## config.mk

```make
export PLATFORM = sky130hd
export DESIGN_NAME = decimal_string_to_scaled_number_top_flat
export DESIGN_NICKNAME = d
export VERILOG_FILES = /design/src/hdl/dsn_pkg.sv /design/src/hdl/dsn_if.sv /design/src/hdl/dsn_step.sv /design/src/hdl/decimal_string_to_scaled_number_top.sv /design/src/flat_wrapper.sv
export SDC_FILE = /design/constraint.sdc
export NUM_CORES = 1
export LEC_CHECK = 0
export BUFFER_PORTS_ARGS = -buffer_cell sky130_fd_sc_hd__buf_2
export CAP_MARGIN = 20
export CORE_ASPECT_RATIO = 1.25
export CORE_MARGIN = 3
export CORE_UTILIZATION = 55
export DETAILED_ROUTE_END_ITERATION = 10
export PLACE_DENSITY = 0.73
export SLEW_MARGIN = 0
export SYNTH_ARGS = -nofsm -noshare
export SYNTH_HDL_FRONTEND = slang
export SYNTH_SLANG_ARGS = --single-unit
```

## constraint.sdc

```tcl
create_clock -name i_clk -period 7.6 [get_ports i_clk]
set_clock_uncertainty 0.2 [all_clocks]
set_input_delay 0.76 -clock i_clk [delete_from_list [all_inputs] [get_ports i_clk]]
set_output_delay 0.76 -clock i_clk [all_outputs]
set_load 0.005 [all_outputs]
```

## src/hdl/dsn_pkg.sv

```systemverilog
package dsn_pkg;

    localparam int CHAR_W = 8;
    localparam int ACC_W  = 47;
    localparam int MANT_W = 48;
    localparam int FRAC_W = 4;

    // character codes
    localparam logic [CHAR_W-1:0] CHAR_TAB   = 8'h09;
    localparam logic [CHAR_W-1:0] CHAR_CR    = 8'h0D;
    localparam logic [CHAR_W-1:0] CHAR_SPACE = 8'h20;
    localparam logic [CHAR_W-1:0] CHAR_MINUS = 8'h2D;
    localparam logic [CHAR_W-1:0] CHAR_DOT   = 8'h2E;
    localparam logic [CHAR_W-1:0] CHAR_ZERO  = 8'h30;
    localparam logic [CHAR_W-1:0] CHAR_NINE  = 8'h39;

    localparam logic [FRAC_W-1:0] FRAC_MAX = '1;

    typedef enum logic [2:0] {
        PH_LEAD = 3'b001,
        PH_INT  = 3'b010,
        PH_FRAC = 3'b100
    } t_phase;

    typedef struct packed {
        t_phase              phase;
        logic                negative;
        logic [ACC_W-1:0]    acc;
        logic [FRAC_W-1:0]   frac;
        logic                err;
    } t_state;

    typedef struct packed {
        logic signed [MANT_W-1:0] mantissa;
        logic [FRAC_W-1:0]        fraction_digits;
        logic                     invalid;
    } t_result;

    localparam t_state STATE_RESET = '{
        phase:    PH_LEAD,
        negative: 1'b0,
        acc:      '0,
        frac:     '0,
        err:      1'b0
    };

endpackage

```

## src/hdl/dsn_if.sv

```systemverilog
interface dsn_char_if;
    import dsn_pkg::*;

    logic              valid;
    logic              ready;
    logic [CHAR_W-1:0] char_code;
    logic              last_char;

    modport source (output valid, output char_code, output last_char, input ready);
    modport sink   (input valid, input char_code, input last_char, output ready);
endinterface

interface dsn_result_if;
    import dsn_pkg::*;

    logic                     valid;
    logic                     ready;
    logic signed [MANT_W-1:0] mantissa;
    logic [FRAC_W-1:0]        fraction_digits;
    logic                     invalid;

    modport source (output valid, output mantissa, output fraction_digits,
                    output invalid, input ready);
    modport sink   (input valid, input mantissa, input fraction_digits,
                    input invalid, output ready);
endinterface

```

## src/hdl/dsn_step.sv

```systemverilog
module dsn_step #(
    parameter int MAX_LEN = 15,
    parameter int CNT_W   = 4
) (
    input  dsn_pkg::t_state             i_state,
    input  logic [CNT_W-1:0]            i_cnt,
    input  logic [dsn_pkg::CHAR_W-1:0]  i_char_code,
    input  logic                        i_last_char,
    output dsn_pkg::t_state             o_state,
    output logic [CNT_W-1:0]            o_cnt,
    output dsn_pkg::t_result            o_result
);
    import dsn_pkg::*;

    localparam logic [CNT_W-1:0] CNT_LIM = CNT_W'(MAX_LEN);

    logic                  first;
    logic [CNT_W-1:0]      cnt_inc;
    logic                  is_digit;
    logic                  is_space;
    logic [ACC_W+3:0]      acc_sum;
    logic                  acc_ovf;
    t_state                s;
    logic [MANT_W-1:0]     mag;

    // acc * 10 + digit, wide enough that the overflow shows in the top bits
    assign acc_sum = {1'b0, i_state.acc, 3'b000} + {3'b000, i_state.acc, 1'b0}
                   + {(ACC_W)'(0), i_char_code[3:0]};
    assign acc_ovf = |acc_sum[ACC_W+3:ACC_W];

    assign first    = (i_cnt == '0);
    assign is_digit = (i_char_code >= CHAR_ZERO) && (i_char_code <= CHAR_NINE);
    assign is_space = (i_char_code == CHAR_SPACE)
                   || ((i_char_code >= CHAR_TAB) && (i_char_code <= CHAR_CR));

    always_comb begin
        s       = i_state;
        cnt_inc = (i_cnt < CNT_LIM) ? i_cnt + CNT_W'(1) : i_cnt;
        if (cnt_inc == CNT_LIM) begin
            s.err = 1'b1;
        end

        priority if (is_digit) begin
            if (acc_ovf) begin
                s.acc = '1;
                s.err = 1'b1;
            end else begin
                s.acc = acc_sum[ACC_W-1:0];
            end
            if (i_state.phase == PH_FRAC) begin
                if (i_state.frac != FRAC_MAX) begin
                    s.frac = i_state.frac + FRAC_W'(1);
                end else begin
                    s.err = 1'b1;
                end
            end else begin
                s.phase = PH_INT;
            end
        end else if (i_char_code == CHAR_DOT) begin
            if (first || (i_state.phase == PH_FRAC)) begin
                s.err = 1'b1;
            end else begin
                s.phase = PH_FRAC;
            end
        end else if (i_char_code == CHAR_MINUS) begin
            if (i_state.phase == PH_LEAD) begin
                s.negative = 1'b1;
                s.phase    = PH_INT;
            end else begin
                s.err = 1'b1;
            end
        end else if (is_space) begin
            if (i_state.phase != PH_LEAD) begin
                s.err = 1'b1;
            end
        end else begin
            s.err = 1'b1;
        end
    end

    assign mag = {1'b0, s.acc};

    always_comb begin
        if (s.err) begin
            o_result = '{mantissa: '0, fraction_digits: '0, invalid: 1'b1};
        end else begin
            o_result.mantissa        = s.negative ? -mag : mag;
            o_result.fraction_digits = s.frac;
            o_result.invalid         = 1'b0;
        end
    end

    // the string's end returns everything to the idle state
    assign o_state = i_last_char ? STATE_RESET : s;
    assign o_cnt   = i_last_char ? '0 : cnt_inc;

endmodule

```

## src/hdl/decimal_string_to_scaled_number_top.sv

```systemverilog
// a final character goes from the input register to the result register on o_res
// throughput: one character per cycle unless stalled, set by the state update
// between the input register and the state/result registers
// a waiting result stalls only final characters, others keep flowing
// reset: synchronous active-low i_rst_n clears valids and parser state
module decimal_string_to_scaled_number_top #(
    parameter int MAX_LEN = 15
) (
    input  logic           i_clk,
    input  logic           i_rst_n,
    dsn_char_if.sink       i_chr,
    dsn_result_if.source   o_res
);
    import dsn_pkg::*;

    // count saturates at the length limit, which is all the check needs
    localparam int CNT_W = $clog2(MAX_LEN + 1);

    // input register
    logic              r_in_valid;
    logic [CHAR_W-1:0] r_in_char;
    logic              r_in_last;

    // parser state
    t_state            r_state;
    logic [CNT_W-1:0]  r_cnt;

    // output register
    logic              r_out_valid;
    t_result           r_out;

    t_state            n_state;
    logic [CNT_W-1:0]  n_cnt;
    t_result           n_out;

    logic out_free;
    logic advance;

    // a final character needs a free output slot, others never wait
    assign out_free = !r_out_valid || o_res.ready;
    assign advance  = r_in_valid && (!r_in_last || out_free);

    assign i_chr.ready = !r_in_valid || advance;

    always_ff @(posedge i_clk) begin
        if (!i_rst_n) begin
            r_in_valid <= 1'b0;
        end else if (i_chr.ready) begin
            r_in_valid <= i_chr.valid;
        end
    end

    // payload capture, no reset needed
    always_ff @(posedge i_clk) begin
        if (i_chr.valid && i_chr.ready) begin
            r_in_char <= i_chr.char_code;
            r_in_last <= i_chr.last_char;
        end
    end

    dsn_step #(
        .MAX_LEN (MAX_LEN),
        .CNT_W   (CNT_W)
    ) u_dsn_step (
        .i_state     (r_state),
        .i_cnt       (r_cnt),
        .i_char_code (r_in_char),
        .i_last_char (r_in_last),
        .o_state     (n_state),
        .o_cnt       (n_cnt),
        .o_result    (n_out)
    );

    always_ff @(posedge i_clk) begin
        if (!i_rst_n) begin
            r_state <= STATE_RESET;
            r_cnt   <= '0;
        end else if (advance) begin
            r_state <= n_state;
            r_cnt   <= n_cnt;
        end
    end

    // result slot: filled by a final character, drained by a transfer
    always_ff @(posedge i_clk) begin
        if (!i_rst_n) begin
            r_out_valid <= 1'b0;
        end else if (advance && r_in_last) begin
            r_out_valid <= 1'b1;
        end else if (o_res.ready) begin
            r_out_valid <= 1'b0;
        end
    end

    always_ff @(posedge i_clk) begin
        if (advance && r_in_last) begin
            r_out <= n_out;
        end
    end

    assign o_res.valid           = r_out_valid;
    assign o_res.mantissa        = r_out.mantissa;
    assign o_res.fraction_digits = r_out.fraction_digits;
    assign o_res.invalid         = r_out.invalid;

endmodule

```

## src/flat_wrapper.sv

```systemverilog
// flat-port wrapper written by rule: the top's interface ports become plain ports
module decimal_string_to_scaled_number_top_flat import dsn_pkg::*;
#(
    parameter int MAX_LEN = 15
)
  (i_clk, i_rst_n, i_chr_valid, i_chr_char_code, i_chr_last_char, i_chr_ready, o_res_valid, o_res_mantissa, o_res_fraction_digits, o_res_invalid, o_res_ready);
  dsn_char_if i_chr_i ();
  dsn_result_if o_res_i ();
  input  logic i_clk;
  input  logic i_rst_n;
  input wire logic [$bits(i_chr_i.valid)-1:0] i_chr_valid;
  input wire logic [$bits(i_chr_i.char_code)-1:0] i_chr_char_code;
  input wire logic [$bits(i_chr_i.last_char)-1:0] i_chr_last_char;
  output wire logic [$bits(i_chr_i.ready)-1:0] i_chr_ready;
  output wire logic [$bits(o_res_i.valid)-1:0] o_res_valid;
  output wire logic [$bits(o_res_i.mantissa)-1:0] o_res_mantissa;
  output wire logic [$bits(o_res_i.fraction_digits)-1:0] o_res_fraction_digits;
  output wire logic [$bits(o_res_i.invalid)-1:0] o_res_invalid;
  input wire logic [$bits(o_res_i.ready)-1:0] o_res_ready;
  assign i_chr_i.valid = i_chr_valid;
  assign i_chr_i.char_code = i_chr_char_code;
  assign i_chr_i.last_char = i_chr_last_char;
  assign i_chr_ready = i_chr_i.ready;
  assign o_res_valid = o_res_i.valid;
  assign o_res_mantissa = o_res_i.mantissa;
  assign o_res_fraction_digits = o_res_i.fraction_digits;
  assign o_res_invalid = o_res_i.invalid;
  assign o_res_i.ready = o_res_ready;
  decimal_string_to_scaled_number_top #(.MAX_LEN(MAX_LEN)) u_core (.i_clk(i_clk), .i_rst_n(i_rst_n), .i_chr(i_chr_i), .o_res(o_res_i));
endmodule
```

# ---- After elaboration in Yosys (flattened, before gate mapping)
# Cells that the tools add are included.
dict set report classes {
  addsub 5
  magnitude_cmp 5
  n_eq_ne 10
  n_mux 29
  bitwise_logic 1
  n_reduce_logical 20
}
# op count
set ops {}
lappend ops {{two-way mux 47 bit} 2}
lappend ops {{two-way mux 56 bit} 1}
lappend ops {{adder 50 x 48 -> 51 bit} 1}
lappend ops {{adder 51 x 4 -> 51 bit} 1}
lappend ops {{two-way mux 51 bit} 1}
lappend ops {{negator 47 -> 48 bit} 1}
lappend ops {{equality test 8 x 6 -> 1 bit, second input constant} 3}
lappend ops {{two-way mux 4 bit} 5}
lappend ops {{two-way mux 1 bit} 15}
lappend ops {{two-way mux 3 bit} 4}
lappend ops {{adder 4 x 1 -> 4 bit, second input constant} 2}
lappend ops {{>= comparator 8 x 4 -> 1 bit, second input constant} 1}
lappend ops {{>= comparator 8 x 6 -> 1 bit, second input constant} 1}
lappend ops {{less-or-equal comparator 8 x 4 -> 1 bit, second input constant} 1}
lappend ops {{less-or-equal comparator 8 x 6 -> 1 bit, second input constant} 1}
lappend ops {{nonzero test 4 bit} 2}
lappend ops {{logical AND 1 bit} 5}
lappend ops {{logical OR 1 bit} 5}
lappend ops {{two-way mux 5 bit} 1}
lappend ops {{AND reduction 5 bit} 1}
lappend ops {{equality test 4 bit, second input constant} 1}
lappend ops {{logical NOT 4 bit} 1}
lappend ops {{< comparator 4 bit, second input constant} 1}
lappend ops {{!= test 4 x 3 -> 1 bit, second input constant} 1}
lappend ops {{10 further kinds} 12}
dict set report word_totals {
  regBits 124
  input_bits 13
  elab_cells 84
}

# ---- Depth between registers and ports, before layout
dict set report logic_depth {
  ltp_word 10
  depth_mapped 24
  ltp_nobuf 22
}

# ---- By module
# Synthesis repeated with hierarchy kept, for this count alone.
dict set report hier_totals {
  cells_unflattened 1486
  area_unflattened_um2 11907.7
}
# mod instances cells_per_inst area_each_um2 seq_area_each_um2
set by_module_without_submodules {}
lappend by_module_without_submodules {dsn_step 1 1152 7445.9 0.0}
lappend by_module_without_submodules {decimal_string_to_scaled_number_top 1 334 4461.8 3103.0}

# ---- Worst setup path after synthesis
# No wires, ideal clock.
dict set report synth_timing {
  path_kind {register to register}
  from {register u_core.r_in_char[3]}
  to {register u_core.r_out, in the netlist u_core.o_res.mantissa[24] (data pin)}
  arrival_time_ns 5.031
  required_time_ns 7.134
  setup_slack_ns 2.103
  path_stages_with_launch 24
  path_buffers 2
  synth_period_minus_slack_ns 5.497
  path_cell_list {edfxtp_1 -> fa_1 -> inv_1 -> fa_1 -> nand2b_1 -> a211oi_2 -> o21ai_2 -> a211o_1 -> a21oi_1 -> o21ai_1 -> a21oi_2 -> and2_1 -> buf_4 -> clkbuf_1 -> a21oi_1 -> inv_1 -> ha_1 -> o211ai_1 -> a221oi_1 -> nand4bb_1 -> or2_2 -> o21ai_0 -> xor2_1 -> nor2_1}
}
dict set report synth_via {
  elab_chain_len 7
  word_cells_on_any_way 26
}
# item line
set synth_rtl {}
lappend synth_rtl {{start: declaration} decimal_string_to_scaled_number_top.sv:21} ;# logic [CHAR_W-1:0] r_in_char;
lappend synth_rtl {{start signal: assignment} decimal_string_to_scaled_number_top.sv:56} ;# r_in_char <= i_chr.char_code;
lappend synth_rtl {{parallel branches: the longest is 7 deep, another holds adder 51 x 4 -> 51 bit} -}
lappend synth_rtl {{end signal: assignment} decimal_string_to_scaled_number_top.sv:97} ;# r_out <= n_out;
lappend synth_rtl {{end: declaration} decimal_string_to_scaled_number_top.sv:30} ;# t_result r_out;
# Parallel ways; which one is timed is not known. The select of a mux whose other input is x is not followed.
# A chain may end at the register's enable or synchronous reset.

# ---- Worst setup path in the final report
dict set report layout_timing {
  from {register u_core.r_in_char[3]}
  to {register u_core.r_out, in the netlist u_core.o_res.mantissa[32] (data pin)}
}
# Same word-level chain as after synthesis.

==> summary.md <==
| Metric | Value |
|---|---|
| Post-DRT Antenna Nets | 0 |
| Mux contribution to synthesized area | less than 1% |
| Antenna violations before repair | 0 |
| Row cnt | 57 |
| Final core occ | just over 60% |
| First-pass DRT Iterations | 7 |
| Nets | approximately 1500 |
| Status | completed |
| Final setup fails | 0 |
| P_leak | 4.92 nW |
| Largest family of logic cells by synthesized area | compound AO/OA/AOI/OAI gates |
| Root buf cell | clkbuf_16 |
| Pins Over Slew Limit | 0 |
| Pin count of the biggest net entering global routing | 64 |
| CTS Sinks | about 120 |
| Die Area | 0.0216 sq mm |
| Final wirelength | around 33000 um |
| Clock share of power | about half |
| Num CTS Buffers | 17 |
| Chip height | around 160 um |
| Post-synth ARST share | 0% |
| WL per Instance | slightly above 20 um |
| Final cell count without fillers | between 1500 and 2000 |
| Synth Warn # | 0 |
| First-pass GRT wire length | around 52000 um |
| Die X | between 100 and 150 um |
| Cts hold-fix bufs | 0 |
| CP Launch Type | flop |
| I/O pins | 68 |
| Peak VDD IR | 0.182 mV |
| # DRC | 0 |
| Post-CTS sizing | 0 |
| Clock buffer depth | 2 |
| Adder-Cell Fraction of Synth Area | between 10 and 15% |
| Share of cells above drive strength 1 | about an eighth |
| GRT overflow | 0 |
| Flop and latch count out of synthesis | ~120 |
| Area growth syn-to-layout | 9.46% |
| Starting DRT DRC Count | a little under 1000 |
| Synth Area per Inst | a little over 8 sq um |
| Synth Area in Compound Gates | between 20% and 30% |
| Crit. End Element | flop |
| Worst slew margin | 30.3% |
| Input/output buffers | 67 |
| Crit-path max FO | 11 |
| Core Area | between 0.015 and 0.02 sq mm |
| Setup Buffers After CTS | 0 |
| Synth Flop Type | edfxtp_1 |
| Worst min-delay path class | input port to flop |
| Synth Area in XOR/XNOR | between 6 and 7% |
| Max Cap Viol | 0 |
| Sequential share of the synthesized area | between 20% and 30% |
| Clk slew on worst S/H paths | 0.06 ns |
| Number of antenna cells inserted | 0 |
| Cell area after layout | 0.0119 sq mm |
| CP arrival | between 6 and 7 ns |
| Sw Pwr | just under 400 uW |
| Commonest non-fill, non-tap cell in the layout | nor2_1 |
| Critical Path RT | about 7.6 ns |
| Placed Instances | approximately 1600 |
| Vias in the first global route | a little over 10000 |
| Crit share post-route | 85.1% |
| Global placement routability congestion | ~0.93 |
| Routed via count | between 10000 and 15000 |
| Post-synthesis cell type count | 95 |
| Gate power share | under 10% |
| Setup TNS | 0 ns |
| Most frequent cells in the layout | 178 x nor2_1, 106 x a21oi_1, 103 x nand2_1 |
| Final HPWL DP | approximately 25000 um |
| Seq pwr share | between 40 and 50% |
| RSZ-0062 raised after global routing | false |
| Mapped Cells | about 1300 |
| Final hold violation count | 0 |
| Effective utilization at floorplan | 56.1% |
| Total GRT Usage | 30.1% |
| Clk Latency, worst-skew pair | ~0.42 ns |
| DR vias/cell | 6.49 |
| Power density cells | approximately 140 mW/mm^2 |
| Syn nets | between 1000 and 1500 |
| WS Path Type | flop to flop |
| Switching Share | 23.3% |
| Post-Syn Area | between 0.01 and 0.015 sq mm |
| EDFF count, synth | 62 |
| Worst Tran Pin Value | between 1 and 1.5 ns |
| TritonCTS clock tree | built |
| Synth Area in Simple Gates | approximately a quarter |
| Total cell area at the placement stage | around 0.011 sq mm |
| Maximum clock frequency | 0.155 GHz |
| Minimum clock period | approximately 6.5 ns |
| CTS H-Tree Depth | 4 |
| P_int | about 1.3 mW |
logic make-up after synthesis:
kind of cell,after synthesis
adders and majority gates,99
muxes,4
AOI/OAI and AO/OA,414
and+or+nand+nor,520
xor gates and xnor gates,78
DFF,124
buffers and inverters,95
per-layer routing:
layer / share of wire (%) / wire (um) / GRT usage [%]
met5: 0 / 0 / 0
met4: 6.9 / 2290 / 18.7
met3: 5.8 / 1920 / 3.97
met2: 50 / 16700 / 54.6
met1: 37 / 12400 / 33.4
area by class of cell:
cell class,count,area [sq um]
timing repair buffer,78,430
inverter,24,90.1
fill,1718,7520
tap,265,332
sequential,124,3100
multi-input combinational,1115,7400
clock buffer,23,478
clock inverter,9,120
power groups by stage:
stage	sequential, mW	combinational (mW)	clock (mW)
final	0.718	0.142	0.825
after global routing	0.719	0.153	0.860
after CTS	0.718	0.138	0.828
after detailed placement	0.732	0.136	0
after global placement	0.731	0.135	0
after floorplan	0.728	0.0986	0
per-stage QoR:
| stage | hold slack (ns) | power (mW) | worst slack (ns) |
|---|---|---|---|
| 4_1_cts | 0.301 | 1.68 | 1.23 |
| 6_report | 0.313 | 1.69 | 1.14 |
| 2_1_floorplan | 0.241 | 0.827 | 2.10 |
| 3_5_place_dp | 0.287 | 0.868 | 1.25 |
| 5_1_grt | 0.303 | 1.73 | 0.629 |
| 3_3_place_gp | 0.259 | 0.866 | 1.51 |
state kept, by name (all words and copies together) (netlist names):
name and cells:
u_core.r_state 56, u_core.o_res.mantissa 48, u_core.r_in_char 8, u_core.o_res.fraction_digits 4
u_core.r_cnt 4, u_core.o_res.invalid 1, u_core.o_res.valid 1, u_core.r_in_last 1
u_core.r_in_valid 1
worst max-delay path: stages, from the launching register on:
cell and delay (ns):
edfxtp_1 0.49, fa_1 0.56, inv_1 0.07, fa_1 0.46, nand2b_1 0.20, a211oi_2 0.36, o21ai_2 0.16, a211o_1 0.31
a21oi_1 0.20, o21ai_1 0.14, a21oi_2 0.15, buf_4 0.19, nand2_2 0.17, or3_1 0.34, o21ai_0 0.17, ha_1 0.28
o211ai_1 0.10, a221oi_1 0.46, nand4bb_1 0.32, nor4_1 0.45, a21oi_1 0.16, xnor2_1 0.19, nor2_1 0.06
synthesized netlist by cell type (all sizes together), types with 4 or more instances:
| library cell | count | share of area, % |
|---|---|---|
| buf | 25 | 1.5 |
| or2 | 7 | 0.40 |
| nand4 | 21 | 1.3 |
| o22ai | 7 | 0.40 |
| nor3b | 5 | 0.34 |
| a31o | 4 | 0.32 |
| o21a | 8 | 0.55 |
| a21boi | 6 | 0.48 |
| dfxtp | 62 | 11 |
| edfxtp | 62 | 17 |
| nor2b | 52 | 3.0 |
| o211ai | 9 | 0.62 |
| xor2 | 51 | 4.1 |
| o211a | 5 | 0.46 |
| and4 | 8 | 0.64 |
| and3 | 6 | 0.34 |
| a22oi | 39 | 2.7 |
| a211oi | 20 | 1.7 |
| xnor2 | 27 | 2.2 |
| o31ai | 15 | 1.1 |
| a41oi | 4 | 0.39 |
| nand3b | 4 | 0.28 |
| nand3 | 27 | 1.2 |
| or3 | 18 | 1.1 |
| a21o | 11 | 0.76 |
| ha | 97 | 11 |
| and4b | 4 | 0.37 |
| a31oi | 31 | 1.8 |
| nand2b | 7 | 0.40 |
| inv | 24 | 0.83 |
| nor2 | 180 | 6.3 |
| o21bai | 9 | 0.72 |
| nand2 | 105 | 3.7 |
| o41ai | 5 | 0.47 |
| and2 | 18 | 1.0 |
| o21ai | 87 | 4.1 |
| a221oi | 6 | 0.60 |
| a21oi | 111 | 5.3 |
| nor3 | 34 | 1.7 |
| clkbuf | 46 | 1.6 |
| nor4 | 13 | 0.80 |
worst paths after layout:
| kind | startpoint | to | slack [ns] | cells past startpoint |
|---|---|---|---|---|
| worst max-delay path | u_core.r_in_char[3] | u_core.o_res.mantissa[32] | 1.14 | 22 |
| worst min-delay path | i_chr_char_code[6] | u_core.r_in_char[6] | 0.31 | 1 |
| worst max register to register | u_core.r_in_char[3] | u_core.o_res.mantissa[32] | 1.14 | 22 |
| worst min register to register | u_core.r_state[52] | u_core.r_state[52] | 0.31 | 2 |
No activity file was read; power rests on OpenSTA's default activity.
